`config.mk`:
```
export PLATFORM = sky130hd
export DESIGN_NAME = mrc_frame_check
export DESIGN_NICKNAME = d
export VERILOG_FILES = /design/src/design/mrc_pkg.sv /design/src/design/mrc_frame_check.sv
export SDC_FILE = /design/constraint.sdc
export NUM_CORES = 1
export LEC_CHECK = 0
export ABC_AREA = 1
export BUFFER_PORTS_ARGS = -buffer_cell sky130_fd_sc_hd__buf_4
export CAP_MARGIN = 15
export CORE_MARGIN = 1
export CORE_UTILIZATION = 40
export CTS_CLUSTER_SIZE = 28
export DETAILED_ROUTE_END_ITERATION = 10
export GPL_ROUTABILITY_DRIVEN = 1
export PLACE_DENSITY_LB_ADDON = 0.12
export SLEW_MARGIN = 5
export SYNTH_ARGS = -nofsm -noshare
export SYNTH_HDL_FRONTEND = slang
export SYNTH_SLANG_ARGS = --single-unit
```
`constraint.sdc`:
```
create_clock -name clk -period 1.85 [get_ports clk]
set_input_delay 0 -clock clk [delete_from_list [all_inputs] [get_ports clk]]
set_output_delay 0 -clock clk [all_outputs]
set_load 0.02 [all_outputs]
```
`src/design/mrc_pkg.sv`:
```
// ----------------------------------------------------------------------------
// mrc_pkg
// Shared types, constants and the CRC-16 byte update for the response checker.
// ----------------------------------------------------------------------------
package mrc_pkg;

	localparam int unsigned MAX_FRAME_BYTES_DEF = 256;
	localparam int unsigned CFG_IDX_W = 2;
	localparam int unsigned CFG_DATA_W = 8;

	localparam logic [15:0] CRC_INIT = 16'hFFFF;
	localparam logic [15:0] CRC_POLY = 16'hA001;

	localparam logic [7:0] SLAVE_RST = 8'd1;
	localparam logic [7:0] FUNC_RST = 8'd3;
	localparam logic [6:0] COUNT_RST = 7'd1;

	typedef enum logic [CFG_IDX_W-1:0] {
		REG_SLAVE = 2'd0,
		REG_FUNCTION = 2'd1,
		REG_QUANTITY = 2'd2
	} mrc_reg_t;

	typedef enum logic [2:0] {
		ST_OK = 3'd0,
		ST_SHORT = 3'd1,
		ST_SLAVE = 3'd2,
		ST_FUNC = 3'd3,
		ST_COUNT = 3'd4,
		ST_CRC = 3'd5
	} mrc_status_t;

	typedef struct packed {
		logic [7:0] data_byte;
		logic frame_end;
	} mrc_in_t;

	typedef struct packed {
		logic is_status;
		logic [7:0] payload_byte;
		logic [7:0] payload_index;
		logic [2:0] frame_status;
		logic [15:0] computed_crc;
	} mrc_out_t;

	typedef struct packed {
		logic [7:0] expected_slave;
		logic [7:0] expected_function;
		logic [6:0] register_count;
	} mrc_cfg_t;

	function automatic logic [15:0] crc_feed(input logic [15:0] crc, input logic [7:0] b);
		logic [15:0] c;
		c = crc ^ {8'h00, b};
		for (int i = 0; i < 8; i++) begin
			if (c[0]) begin
				c = (c >> 1) ^ CRC_POLY;
			end else begin
				c = c >> 1;
			end
		end
		return c;
	endfunction

endpackage

```
`src/design/mrc_frame_check.sv`:
```
// ----------------------------------------------------------------------------
// mrc_frame_check
// Per-frame state, header checks, lagged CRC and result formation.
// ----------------------------------------------------------------------------
module mrc_frame_check #(
	parameter int unsigned MAX_FRAME_BYTES = mrc_pkg::MAX_FRAME_BYTES_DEF
) (
	input  logic clk,
	input  logic arst_n,
	input  logic step,
	input  mrc_pkg::mrc_in_t item,
	input  mrc_pkg::mrc_cfg_t cfg,
	output logic res_valid,
	output mrc_pkg::mrc_out_t res
);
	import mrc_pkg::*;

	localparam int unsigned POS_W = $clog2(MAX_FRAME_BYTES + 1);
	localparam int unsigned EXT_W = 10;
	localparam logic [EXT_W-1:0] POS_MAX = EXT_W'(MAX_FRAME_BYTES);

	logic [POS_W-1:0] pos_q;
	logic [15:0] crc_q;
	logic [7:0] held0_q;
	logic [7:0] held1_q;
	mrc_status_t err_q;

	logic [EXT_W-1:0] p;
	logic [7:0] plen;
	logic [EXT_W-1:0] plen_x;
	mrc_status_t err_nxt;
	mrc_status_t status;
	logic [15:0] crc_nxt;
	logic [EXT_W-1:0] idx;
	logic is_payload;

	always_comb begin
		p = {{(EXT_W-POS_W){1'b0}}, pos_q};
		plen = {cfg.register_count, 1'b0};
		plen_x = {{(EXT_W-8){1'b0}}, plen};

		err_nxt = err_q;
		if (err_q == ST_OK) begin
			if (p == EXT_W'(0) && item.data_byte != cfg.expected_slave) begin
				err_nxt = ST_SLAVE;
			end else if (p == EXT_W'(1) && item.data_byte != cfg.expected_function) begin
				err_nxt = ST_FUNC;
			end else if (p == EXT_W'(2) && item.data_byte != plen) begin
				err_nxt = ST_COUNT;
			end
		end

		crc_nxt = (p >= EXT_W'(2)) ? crc_feed(crc_q, held0_q) : crc_q;

		if (err_nxt != ST_OK) begin
			status = err_nxt;
		end else if (p < EXT_W'(2)) begin
			status = ST_SHORT;
		end else if (crc_nxt[7:0] != held1_q || crc_nxt[15:8] != item.data_byte) begin
			status = ST_CRC;
		end else if (p < EXT_W'(4) + plen_x) begin
			status = ST_SHORT;
		end else begin
			status = ST_OK;
		end

		idx = p - EXT_W'(3);
		is_payload = (p < POS_MAX) && (p >= EXT_W'(3)) && (p < EXT_W'(3) + plen_x);

		res = '0;
		if (item.frame_end) begin
			res_valid = 1'b1;
			res.is_status = 1'b1;
			res.frame_status = status;
			res.computed_crc = crc_nxt;
		end else begin
			res_valid = is_payload;
			res.payload_byte = item.data_byte;
			res.payload_index = idx[7:0];
		end
	end

	always_ff @(posedge clk or negedge arst_n) begin
		if (!arst_n) begin
			pos_q <= '0;
			crc_q <= CRC_INIT;
			held0_q <= '0;
			held1_q <= '0;
			err_q <= ST_OK;
		end else if (step) begin
			if (item.frame_end) begin
				pos_q <= '0;
				crc_q <= CRC_INIT;
				held0_q <= '0;
				held1_q <= '0;
				err_q <= ST_OK;
			end else begin
				if (p < POS_MAX) begin
					pos_q <= pos_q + POS_W'(1);
				end
				crc_q <= crc_nxt;
				held0_q <= held1_q;
				held1_q <= item.data_byte;
				err_q <= err_nxt;
			end
		end
	end

endmodule

```
==> reports/results.ini <==
[run_status]
status=complete, but fails checks
violations=setup timing

[place]
hpwl_um=10100
gp_congestion=0.931
placed_area_um2=5200
io_buffers=71
place_inst=883

[worst_setup_path]
crit_slowest_cell=dfrtp_1
r2r_start=crc_q[0]$_DFFE_PN1P_
crit_top_cell=nand2_1
r2r-end=crc_q[15]$_DFFE_PN1P_
required_ps=1850
reg2reg_slack_ps=-80
path_class=flip-flop to output port
critPathArrivalTime_ps=2540
critPathLaunchType=flip-flop
rr_worst_depth=17
end_kind=output port
critPathTopFamily=simple AND/OR/NAND/NOR gates
cp_max_fo=5
path_buf_inv=2
worst_path_largest_cell_delay_ps=420
path_cells=nor2_4 -> nand3_4 -> nor2_8 -> buf_6 -> nand3_2 -> nand3_1 -> nand2_1 -> nor2_1 -> nand2_1 -> nor2_1 -> nand3_1 -> nor2_2 -> nand2_1 -> nand2_2 -> a21oi_4 -> buf_6

[clocking]
cts_root_buf=clkbuf_8
numCtsBuffers=5
cts_buffer_depth=2
htreeDepth=2
cts_tree=done
clkTransAtPathRegs_ps=100
clock-sinks=44
clock_latency_ps=310

[yosys]
synth_area_leader_cell=nand2_1
syn_nets=678
yosys.cell_types.count=41
syn_area_um2=3990
syn_avg_cell_area_um2=6.43
synthCells=621
yosysTopAreaCellShare=0.181
yosys_warnings=0
yosysSeqAreaShare=0.281
synthTopCellsByArea=nand2_1, dfrtp_1, dfstp_2, inv_1, ha_1
ys_seq_elements=44

[timing]
grt_setup_unrepaired=yes
slew_viol_final=0
finalHoldViolations=0
setup_viol=21
fin_skew_ps=7.97
fin_crit_ps=2540
slew-limit-headroom=0.552
final.period_utilization=1.37
max_slew.worst_pin.slew_ps=671
fmax_ghz=0.394
setup_ws_ps=-690

[layout]
antenna_cells=0
final_core_util=0.602
seq_area_um2=1120
nFillCells=924
instances_no_fill=905
multi_input_area_um2=2850
final_area_um2=5860
syn2layout_area_growth_pct=46.7
final_common_cell=buf_4
layout.nets=828
drive_gt1_frac=0.386
final_cell_mix=buf_4, nand2_1, inv_1

[hold_path]
min_to=held1_q[7]$_DFFE_PN0P_
holdCritPathClass=primary input to flip-flop
min_from=item[8]
worstHoldPathCells=5

[power_and_ir_drop]
ir_drop_v=0.000574
total_power_uw=6450
p_leak_uw=0.00308
p_per_area_nw_per_um2=1100

[floorplan]
pin_count=72
dieArea_um2=10400
num_rows=36
start_util=0.410
coreArea_um2=9730
die_w_um=102
die_height_um=102

[grt]
grt_pass1_vias=4223
antenna_found_initial=0
track_usage=0.264
grt_overflow=0
grt_first_pass_wirelength_um=21100
grt_max_degree=45

[run]
cap_violations=0

[detailed_routing]
via_per_inst=5.03
wl_per_cell_um=15.0
route.detailed.drc=0
antenna_left=0
drt_iter0_markers=189
postRouteWirelength_um=13600
dr_total_vias=4555
first_pass_iters=5

-- tightest hold or removal path, cell delays in order --
cell	delay [ps]
buf_4	140
inv_1	70
nor2_1	60
nand2_1	50
o21ai_0	70
-- sequential cells by signal, indices dropped and copies added, names as in the netlist --
name,flops
held1_q,8
pos_q,9
crc_q,16
err_q,3
held0_q,8
-- cell families after synthesis --
kind of cell    Yosys count  synth area share
xor+xnor                 31            0.0680
compound gates           84             0.115
simple gates            335             0.363
buf+inv                 105             0.105
fa+ha+maj                22            0.0689
flops                    44             0.281
-- where the power goes --
part | internal [uW] | total (uW) | switching [uW]
Combinational | 1890 | 4280 | 2390
Sequential | 1190 | 1360 | 161
Clock | 442 | 817 | 375
-- final cells by class --
type                            instances  share of cell area
Timing Repair Buffer                  163               0.218
Clock buffer                            6              0.0141
Tap cell                              133              0.0284
Inverter                               84              0.0543
Sequential cell                        44               0.191
Clock inverter                          2             0.00662
Multi-Input combinational cell        473               0.487
-- repair_timing --
| item | CTS | global route |
|---|---|---|
| hold endpoints to repair | 29 | 0 |
| cloned | 2 | 0 |
| setup endpoints to repair | 15 | 24 |
| pin swaps | 6 | 26 |
| hold buffers | 2 | 0 |
| buffers inserted | 1 | 10 |
| gates resized for setup | 52 | 76 |
-- routing by layer --
metal	track usage	up-vias	wire length, um
li1	-	2281	-
met1	0.369	2129	6410
met2	0.434	126	6280
met3	0.0315	19	654
met4	0.0670	0	231
met5	0	-	0
-- metrics by stage --
stage	hold slack (ps)	TNS, ps	worst slack [ps]
after CTS	138	-2830	-686
after global placement	48.7	-988	-345
final	135	-3520	-690
after floorplan	-296	-18.1	-18.1
after global routing	167	-5860	-801
after detailed placement	56.7	-1160	-392
-- synthesized netlist by cell type (all sizes together) --
master  number
nand2      201
inv         83
nor2        58
nand3       53
o21ai       34
a21oi       30
dfrtp       28
ha          22
dfstp       16
xor2        16
xnor2       15
clkbuf      14
o22ai       11
buf          7
nand4        7
nand3b       5
nor3         5
or2          3
a22oi        2
a211o        1
a211oi       1
a21o         1
and2         1
clkinv       1
nor4         1
o211ai       1
o21a         1
o21bai       1
o31ai        1
or3          1
-- worst max-delay path by stage --
stage                              start       to  cells past startpoint
finish              pos_q[3]$_DFFE_PN0P_  res[18]                     16
global route        pos_q[3]$_DFFE_PN0P_  res[18]                     18
CTS                 pos_q[2]$_DFFE_PN0P_  res[18]                     16
detailed placement  pos_q[2]$_DFFE_PN0P_  res[18]                     17
global placement    crc_q[3]$_DFFE_PN1P_  res[18]                     19
floorplan           pos_q[3]$_DFFE_PN0P_  res[18]                     18
Power figures use the tool's default switching activity.
